File: src/rtl/psfl_pkg.sv
// Shared types and codes for the packet slot free list queue.
package psfl_pkg;

  // Field widths fixed by the stream formats
  localparam int unsigned ACTION_W  = 2;
  localparam int unsigned LEN_W     = 16;
  localparam int unsigned SLOT_W    = 6;
  localparam int unsigned STATUS_W  = 3;
  localparam int unsigned COUNT_W   = 7;
  localparam int unsigned IN_DATA_W = 24;
  localparam int unsigned IN_USER_W = 2;
  localparam int unsigned OUT_DATA_W = 40;
  localparam int unsigned OUT_USER_W = 4;

  typedef enum logic [ACTION_W-1:0] {
    ACT_ENQUEUE = 2'd0,
    ACT_DEQUEUE = 2'd1,
    ACT_RELEASE = 2'd2,
    ACT_FLUSH   = 2'd3
  } action_t;

  typedef enum logic [STATUS_W-1:0] {
    ST_OK        = 3'd0,
    ST_BAD_LEN   = 3'd1,
    ST_DISABLED  = 3'd2,
    ST_NO_FREE   = 3'd3,
    ST_EMPTY     = 3'd4,
    ST_FREE_FULL = 3'd5
  } status_t;

  typedef enum logic [6:0] {
    S_INIT  = 7'b0000001,
    S_IDLE  = 7'b0000010,
    S_ENQ   = 7'b0000100,
    S_DQ1   = 7'b0001000,
    S_DQ2   = 7'b0010000,
    S_FLUSH = 7'b0100000,
    S_RESP  = 7'b1000000
  } fsm_t;

endpackage

File: src/rtl/packet_slot_free_list_queue_core.sv
// Slot manager: free list ring, send FIFO ring and per-slot length store.
//
// Channels: in_* carries one action per transfer (enqueue, dequeue, release, flush),
// out_* returns exactly one result per action, cfg_* writes the enable bit.
// A result sits in an output register; the next action is taken in the same
// cycle that register is loaded, so a stalled receiver does not block intake
// until a second result is ready.
// Steps per action, from the accept cycle to the result register load: release and
// refused actions load it directly, enqueue first reads the free ring, dequeue reads
// the send ring, then the length store; flush with an empty queue does no ring reads,
// otherwise it moves one send ring entry per cycle, then the last push, then closes.
// Every memory has one write and one registered read port; actions run one at a
// time, so no forwarding is needed.
// Reset: synchronous, active low. After reset a fill pass writes entry i of the
// free ring with i while in_tready is low; cfg writes are taken throughout.
// The enable bit resets to 0.
// When out_tready is low, the finished result waits in the output register and
// the block holds the next result in S_RESP until the register drains.
module packet_slot_free_list_queue_core #(
  parameter int unsigned DEPTH      = 64,
  parameter int unsigned MAX_PACKET = 2048
) (
  input  logic clk,
  input  logic rst_n,
  // config write channel: enabled
  input  logic cfg_valid,
  output logic cfg_ready,
  input  logic cfg_data,
  // action stream
  input  logic                                 in_tvalid,
  output logic                                 in_tready,
  input  logic [psfl_pkg::IN_DATA_W-1:0]       in_tdata,  // pkt_length, release_slot
  input  logic [psfl_pkg::IN_USER_W-1:0]       in_tuser,  // action
  // result stream
  output logic                                 out_tvalid,
  input  logic                                 out_tready,
  // result_slot, result_length, free_slots, queued_slots, zero pad
  output logic [psfl_pkg::OUT_DATA_W-1:0]      out_tdata,
  output logic [psfl_pkg::OUT_USER_W-1:0]      out_tuser  // ok, status
);

  localparam int unsigned IW = $clog2(DEPTH);
  localparam int unsigned CW = $clog2(DEPTH + 1);
  localparam int unsigned LW = psfl_pkg::LEN_W;
  localparam int unsigned RELN = 1 << psfl_pkg::SLOT_W;

  function automatic logic [IW-1:0] ptr_inc(input logic [IW-1:0] p);
    ptr_inc = (p == IW'(DEPTH - 1)) ? '0 : p + 1'b1;
  endfunction

  // release index reduced modulo DEPTH through a constant table
  logic [IW-1:0] rel_tab [RELN];
  for (genvar g = 0; g < RELN; g++) begin : g_rel
    assign rel_tab[g] = IW'(g % DEPTH);
  end

  // memories
  logic [IW-1:0] free_ring [DEPTH];
  logic [IW-1:0] send_ring [DEPTH];
  logic [LW-1:0] slot_len  [DEPTH];

  logic          fr_we, sr_we, sl_we;
  logic [IW-1:0] fr_wa, fr_wd, fr_ra, fr_rd;
  logic [IW-1:0] sr_wa, sr_wd, sr_ra, sr_rd;
  logic [IW-1:0] sl_wa, sl_ra;
  logic [LW-1:0] sl_wd, sl_rd;

  always_ff @(posedge clk) begin
    if (fr_we) free_ring[fr_wa] <= fr_wd;
    fr_rd <= free_ring[fr_ra];
  end

  always_ff @(posedge clk) begin
    if (sr_we) send_ring[sr_wa] <= sr_wd;
    sr_rd <= send_ring[sr_ra];
  end

  always_ff @(posedge clk) begin
    if (sl_we) slot_len[sl_wa] <= sl_wd;
    sl_rd <= slot_len[sl_ra];
  end

  // control state
  psfl_pkg::fsm_t st_r, st_nxt;
  logic           enabled_r, enabled_nxt;
  logic [IW-1:0]  init_cnt_r, init_cnt_nxt;
  logic [IW-1:0]  free_rd_r, free_rd_nxt, free_wr_r, free_wr_nxt;
  logic [IW-1:0]  send_rd_r, send_rd_nxt, send_wr_r, send_wr_nxt;
  logic [CW-1:0]  free_total_r, free_total_nxt, send_total_r, send_total_nxt;
  logic           fl_pend_r, fl_pend_nxt;
  logic           out_valid_r, out_valid_nxt;

  // payload
  logic [LW-1:0]                      len_r, len_nxt;
  logic                               res_ok_r, res_ok_nxt;
  logic [IW-1:0]                      res_slot_r, res_slot_nxt;
  logic [LW-1:0]                      res_len_r, res_len_nxt;
  psfl_pkg::status_t                  res_status_r, res_status_nxt;
  logic [psfl_pkg::OUT_DATA_W-1:0]    out_data_r, out_data_nxt;
  logic [psfl_pkg::OUT_USER_W-1:0]    out_user_r, out_user_nxt;

  logic                  out_free, take, free_room;
  psfl_pkg::action_t     in_action;
  logic [LW-1:0]         in_len;
  logic [IW-1:0]         in_rel;

  assign cfg_ready  = 1'b1;
  assign out_tvalid = out_valid_r;
  assign out_tdata  = out_data_r;
  assign out_tuser  = out_user_r;

  assign out_free  = !out_valid_r || out_tready;
  assign in_tready = (st_r == psfl_pkg::S_IDLE) || ((st_r == psfl_pkg::S_RESP) && out_free);
  assign take      = in_tvalid && in_tready;
  assign free_room = free_total_r < CW'(DEPTH);

  assign in_action = psfl_pkg::action_t'(in_tuser);
  assign in_len    = in_tdata[LW-1:0];
  assign in_rel    = rel_tab[in_tdata[LW +: psfl_pkg::SLOT_W]];

  always_comb begin
    st_nxt         = st_r;
    enabled_nxt    = (cfg_valid && cfg_ready) ? cfg_data : enabled_r;
    init_cnt_nxt   = init_cnt_r;
    free_rd_nxt    = free_rd_r;
    free_wr_nxt    = free_wr_r;
    send_rd_nxt    = send_rd_r;
    send_wr_nxt    = send_wr_r;
    free_total_nxt = free_total_r;
    send_total_nxt = send_total_r;
    fl_pend_nxt    = fl_pend_r;
    len_nxt        = len_r;
    res_ok_nxt     = res_ok_r;
    res_slot_nxt   = res_slot_r;
    res_len_nxt    = res_len_r;
    res_status_nxt = res_status_r;
    out_valid_nxt  = out_valid_r && !out_tready;
    out_data_nxt   = out_data_r;
    out_user_nxt   = out_user_r;

    fr_we = 1'b0; fr_wa = free_wr_r; fr_wd = '0; fr_ra = free_rd_r;
    sr_we = 1'b0; sr_wa = send_wr_r; sr_wd = '0; sr_ra = send_rd_r;
    sl_we = 1'b0; sl_wa = '0;        sl_wd = '0; sl_ra = sr_rd;

    unique case (st_r)
      psfl_pkg::S_INIT: begin
        fr_we = 1'b1;
        fr_wa = init_cnt_r;
        fr_wd = init_cnt_r;
        init_cnt_nxt = ptr_inc(init_cnt_r);
        if (init_cnt_r == IW'(DEPTH - 1)) st_nxt = psfl_pkg::S_IDLE;
      end
      psfl_pkg::S_IDLE: ;
      psfl_pkg::S_ENQ: begin
        // free ring head is in fr_rd
        sl_we = 1'b1; sl_wa = fr_rd; sl_wd = len_r;
        sr_we = 1'b1; sr_wa = send_wr_r; sr_wd = fr_rd;
        free_rd_nxt    = ptr_inc(free_rd_r);
        free_total_nxt = free_total_r - 1'b1;
        send_wr_nxt    = ptr_inc(send_wr_r);
        send_total_nxt = send_total_r + 1'b1;
        res_ok_nxt = 1'b1; res_slot_nxt = fr_rd; res_len_nxt = len_r;
        res_status_nxt = psfl_pkg::ST_OK;
        st_nxt = psfl_pkg::S_RESP;
      end
      psfl_pkg::S_DQ1: begin
        sl_ra = sr_rd;
        res_slot_nxt   = sr_rd;
        send_rd_nxt    = ptr_inc(send_rd_r);
        send_total_nxt = send_total_r - 1'b1;
        st_nxt = psfl_pkg::S_DQ2;
      end
      psfl_pkg::S_DQ2: begin
        res_ok_nxt = 1'b1; res_len_nxt = sl_rd; res_status_nxt = psfl_pkg::ST_OK;
        st_nxt = psfl_pkg::S_RESP;
      end
      psfl_pkg::S_FLUSH: begin
        // write side: push the entry read last cycle unless the free list is full
        if (fl_pend_r && free_room) begin
          fr_we = 1'b1; fr_wa = free_wr_r; fr_wd = sr_rd;
          free_wr_nxt    = ptr_inc(free_wr_r);
          free_total_nxt = free_total_r + 1'b1;
        end
        // read side: one queued entry per cycle
        if (send_total_r != '0) begin
          sr_ra = send_rd_r;
          send_rd_nxt    = ptr_inc(send_rd_r);
          send_total_nxt = send_total_r - 1'b1;
          fl_pend_nxt    = 1'b1;
        end else begin
          fl_pend_nxt = 1'b0;
          if (!fl_pend_r) begin
            send_rd_nxt = '0;
            send_wr_nxt = '0;
            res_ok_nxt = 1'b1; res_slot_nxt = '0; res_len_nxt = '0;
            res_status_nxt = psfl_pkg::ST_OK;
            st_nxt = psfl_pkg::S_RESP;
          end
        end
      end
      psfl_pkg::S_RESP: begin
        if (out_free) begin
          out_valid_nxt = 1'b1;
          out_data_nxt  = {4'b0000,
                           psfl_pkg::COUNT_W'(send_total_r),
                           psfl_pkg::COUNT_W'(free_total_r),
                           res_len_r,
                           psfl_pkg::SLOT_W'(res_slot_r)};
          out_user_nxt  = {res_status_r, res_ok_r};
          st_nxt = psfl_pkg::S_IDLE;
        end
      end
      default: st_nxt = psfl_pkg::S_IDLE;
    endcase

    // intake of a new action (idle, or result register loading this cycle)
    if (take) begin
      res_ok_nxt   = 1'b0;
      res_slot_nxt = '0;
      res_len_nxt  = '0;
      st_nxt       = psfl_pkg::S_RESP;
      case (in_action)
        psfl_pkg::ACT_ENQUEUE: begin
          len_nxt = in_len;
          if (in_len == '0 || in_len > LW'(MAX_PACKET)) begin
            res_status_nxt = psfl_pkg::ST_BAD_LEN;
          end else if (!enabled_r) begin
            res_status_nxt = psfl_pkg::ST_DISABLED;
          end else if (free_total_r == '0) begin
            res_status_nxt = psfl_pkg::ST_NO_FREE;
          end else begin
            fr_ra  = free_rd_r;
            st_nxt = psfl_pkg::S_ENQ;
          end
        end
        psfl_pkg::ACT_DEQUEUE: begin
          if (!enabled_r) begin
            res_status_nxt = psfl_pkg::ST_DISABLED;
          end else if (send_total_r == '0) begin
            res_status_nxt = psfl_pkg::ST_EMPTY;
          end else begin
            sr_ra  = send_rd_r;
            st_nxt = psfl_pkg::S_DQ1;
          end
        end
        psfl_pkg::ACT_RELEASE: begin
          if (free_room) begin
            fr_we = 1'b1; fr_wa = free_wr_r; fr_wd = in_rel;
            sl_we = 1'b1; sl_wa = in_rel;    sl_wd = '0;
            free_wr_nxt    = ptr_inc(free_wr_r);
            free_total_nxt = free_total_r + 1'b1;
            res_ok_nxt     = 1'b1;
            res_status_nxt = psfl_pkg::ST_OK;
          end else begin
            res_status_nxt = psfl_pkg::ST_FREE_FULL;
          end
        end
        default: begin
          // flush
          fl_pend_nxt = 1'b0;
          st_nxt      = psfl_pkg::S_FLUSH;
        end
      endcase
    end
  end

  always_ff @(posedge clk) begin
    if (!rst_n) begin
      st_r         <= psfl_pkg::S_INIT;
      enabled_r    <= 1'b0;
      init_cnt_r   <= '0;
      free_rd_r    <= '0;
      free_wr_r    <= '0;
      send_rd_r    <= '0;
      send_wr_r    <= '0;
      free_total_r <= CW'(DEPTH);
      send_total_r <= '0;
      fl_pend_r    <= 1'b0;
      out_valid_r  <= 1'b0;
    end else begin
      st_r         <= st_nxt;
      enabled_r    <= enabled_nxt;
      init_cnt_r   <= init_cnt_nxt;
      free_rd_r    <= free_rd_nxt;
      free_wr_r    <= free_wr_nxt;
      send_rd_r    <= send_rd_nxt;
      send_wr_r    <= send_wr_nxt;
      free_total_r <= free_total_nxt;
      send_total_r <= send_total_nxt;
      fl_pend_r    <= fl_pend_nxt;
      out_valid_r  <= out_valid_nxt;
    end
  end

  always_ff @(posedge clk) begin
    len_r        <= len_nxt;
    res_ok_r     <= res_ok_nxt;
    res_slot_r   <= res_slot_nxt;
    res_len_r    <= res_len_nxt;
    res_status_r <= res_status_nxt;
    out_data_r   <= out_data_nxt;
    out_user_r   <= out_user_nxt;
  end

endmodule
File: config.mk
export PLATFORM = sky130hd
export DESIGN_NAME = packet_slot_free_list_queue_core
export DESIGN_NICKNAME = d
export VERILOG_FILES = /design/src/rtl/psfl_pkg.sv /design/src/rtl/packet_slot_free_list_queue_core.sv
export SDC_FILE = /design/constraint.sdc
export NUM_CORES = 2
export LEC_CHECK = 0
export BUFFER_PORTS_ARGS = -buffer_cell sky130_fd_sc_hd__buf_2
export CAP_MARGIN = 30
export CORE_MARGIN = 5
export CORE_UTILIZATION = 40
export DETAILED_ROUTE_END_ITERATION = 10
export SYNTH_ARGS = -nofsm -noshare
export SYNTH_HDL_FRONTEND = slang
export SYNTH_SLANG_ARGS = --single-unit
File: constraint.sdc
create_clock -name clk -period 12.9 [get_ports clk]
set_input_delay 0.645 -clock clk [delete_from_list [all_inputs] [get_ports clk]]
set_output_delay 0.645 -clock clk [all_outputs]
set_load 0.01 [all_outputs]
==> flow_summary_export.csv <==
group,metric,value,unit
outcome,status,"finished clean",
layout,drive_gt1_share,23.74,%
setup_path,slowest_delay,0.73,ns
timing,relSlewSlack,31.99,%
flow_run,max_cap_viol_count,0,
logic_synthesis,async_reset_ff_share,0,%
setup_path,path_class,"reg2reg",
floorplan,io-pin-count,79,
timing,rsz0062_at_grt,"false",
floorplan,die-area,200300,um^2
global_route,grt.total_usage,18.43,%
timing,finalMaxSlewViolations,0,
layout,nets,4200,
logic_synthesis,synthCells,3960,
routing,ant_nets,0,
hold_path,hp-class,"in2reg",
timing,setup_violations,0,
routing,avgViaCountPerCell,5.674,
setup_path,critPathCaptureType,"register",
layout,final_common_cell,"edfxtp_1",
logic_synthesis,ys_types,74,
power,ir_drop,0.1022,mV
setup_path,crit_chain,"or3_1 -> nor3_2 -> buf_4 -> and2_2 -> buf_4 -> a21o_1 -> nand2_1 -> nor2_1 -> buf_4",
layout,syn_to_final_growth,13.45,%
global_route,grt_max_degree,107,
clocking,postCtsSetupBuffers,0,
power,p_per_area,145.0,nW/um^2
clocking,numClockSinks,1956,
placed_design,numPortBuffers,71,
setup_path,cp_common_cell,"buf_4",
setup_path,r2r-end,"slot_len[61][6]",
logic_synthesis,synth_ff_type,"edfxtp_1",
timing,fin_crit,4.503,ns
timing,setup_tns,0,ns
setup_path,crit_buf_inv,3,
layout,layout_common_cells,"edfxtp_1, mux4_2, nor2_1",
floorplan,die_h,447.6,um
timing,period_share,34.90,%
routing,drt-total-wl,185.0,mm
power,leakagePower,0.02569,uW
routing,vias,38740,
floorplan,start_util,40.23,%
hold_path,min_path_cells,1,
logic_synthesis,seq_area_frac_synth,75.29,%
routing,first_iter_violations,4014,
clocking,clk_path_buf_depth,3,
hold_path,whs_endpoint,"len_r[11]",
timing,hold_violations,0,
placed_design,dpl_cell_area,80680,um^2
setup_path,worstPathMaxFanout,42,
placed_design,gp_congestion,0.8414,
timing,max_freq,0.2221,GHz
floorplan,core-area,190400,um^2
global_route,grt_pass1_vias,39100,
floorplan,die_x,447.6,um
clocking,cts_root_buffer,"clkbuf_16",
setup_path,r2r_setup_slack,8.40,ns
setup_path,r2r-start,"st_r[6]",
global_route,overflow,0,
routing,wl_per_cell,27.09,um
timing,finClkSkew,0.04587,ns
routing,first_pass_iters,5,
logic_synthesis,syn_area_per_cell,19.34,um^2
global_route,antenna_found_initial,9,
hold_path,min_from,"in_tdata[11]",
logic_synthesis,yosysWarningCount,0,
clocking,cts_tree,"done",
setup_path,start_kind,"register",
logic_synthesis,syn_area,76590,um^2
clocking,cts-htree-levels,4,
routing,drc,0,
clocking,clk_pin_slew,0.06,ns
setup_path,reg2reg_depth,9,
clocking,cts_buffers,190,
setup_path,crit_arrival,5.01,ns
setup_path,cp.required,13.40,ns
layout,design_area,86890,um^2
logic_synthesis,synth.ff_latch_count,1956,
floorplan,rows,160,
logic_synthesis,synth_edf_count,1849,
placed_design,dp_hpwl,111.4,mm
setup_path,crit_family,"simple AND/OR/NAND/NOR gates",
timing,max_slew.worst_pin.slew,1.019,ns
clocking,clk_latency,0.82,ns
global_route,grt_pass1_wl,271.0,mm
setup_path,critPathSlowestCell,"nor2_1",
layout,fillers,15990,
where the power goes:
part,internal [uW],switching [uW]
logic,56.9,114
registers,6930,46.4
clock network,3100,2350
total,10100,2510
final cells by class:
cell class	count	area, um^2	share of cell area (%)
flip-flops and latches	1956	57700	66.40
multi-input cells	1756	18020	20.74
clock buffers	256	5253	6.045
well taps	2511	3142	3.616
repair buffers	230	1843	2.121
clock inverters	95	854.6	0.9835
inverters	20	75.07	0.08640
diodes	3	7.507	0.008640
cell families (layout without fill, tap and decap cells):
family	after synthesis	after routing	share of synthesized area (%)
adder cells (fa/ha/maj)	14	14	0.2385
other	2	8	0.009805
AO/OA/AOI/OAI	451	451	3.932
buffers and inverters	251	601	1.395
multiplexers	551	551	14.47
XOR/XNOR	27	27	0.3087
AND/OR/NAND/NOR	708	708	4.360
flip-flops	1956	1956	75.29
cell usage after synthesis, types with 53 or more instances:
| master | number | area share, % |
|---|---|---|
| edfxtp_1 | 1849 | 72 |
| mux4_2 | 444 | 13 |
| nor2_1 | 312 | 1.5 |
| clkbuf_1 | 123 | 0.60 |
| nand2_1 | 114 | 0.56 |
| dfxtp_1 | 107 | 2.8 |
| mux2i_1 | 99 | 1.3 |
| a21oi_1 | 97 | 0.63 |
| a22oi_1 | 92 | 0.90 |
| o21ai_0 | 85 | 0.56 |
| buf_2 | 71 | 0.46 |
| a211oi_1 | 55 | 0.54 |
| nand3_1 | 53 | 0.35 |
flip-flops by register name, summed over array words and instances, names as in the netlist, 7 cells and up:
name          count
slot_len       1024
free_ring       384
send_ring       384
out_tdata        36
len_r            16
res_len_r        16
sl_rd            16
free_total_r      7
send_total_r      7
st_r              7
repair_timing:
item                                    4_1_cts  5_1_grt
resized for setup                             0        0
hold buffers                                  7        0
endpoints found under the hold margin         7        0
endpoints found under the setup margin        0        0
stage by stage:
| stage | cells | setup slack (ns) | utilization (%) | power (uW) | hold WS [ns] |
|---|---|---|---|---|---|
| global route | 6826 | 8.147 | 45.64 | 12990 | 0.01235 |
| global placement | 6442 | 8.225 | 42.17 | 7275 | 0.4184 |
| detailed placement | 6465 | 8.272 | 42.38 | 7281 | 0.4251 |
| floorplan | 3963 | 8.031 | - | 7192 | 0.4003 |
| CTS | 6823 | 8.250 | 45.62 | 12690 | 0.002644 |
| finish | 6827 | 8.397 | 45.64 | 12600 | 0.06497 |
worst max path at each step:
stage / end / depth (start not counted) / slack (ns) / start
after floorplan: free_ring[0][1] / 6 / 8.03 / out_tready
after global placement: sl_rd[0] / 7 / 8.23 / sl_ra[1]
after detailed placement: sl_rd[15] / 8 / 8.27 / sl_ra[0]
after CTS: sl_rd[15] / 8 / 8.25 / sl_ra[0]
after global routing: slot_len[61][6] / 9 / 8.15 / st_r[6]
final: slot_len[61][6] / 9 / 8.40 / st_r[6]
routing by layer:
| layer | wire length [um] | track usage [%] | vias up | share of wire (%) |
|---|---|---|---|---|
| met4 | 5942 | 6.135 | 0 | 3.2 |
| li1 | - | - | 16640 | - |
| met5 | 0 | 0 | - | 0 |
| met3 | 11230 | 3.077 | 309 | 6.1 |
| met2 | 89430 | 29.62 | 1330 | 48 |
| met1 | 78360 | 25.78 | 20460 | 42 |
Note: power is estimated with default switching activity, not from simulation.
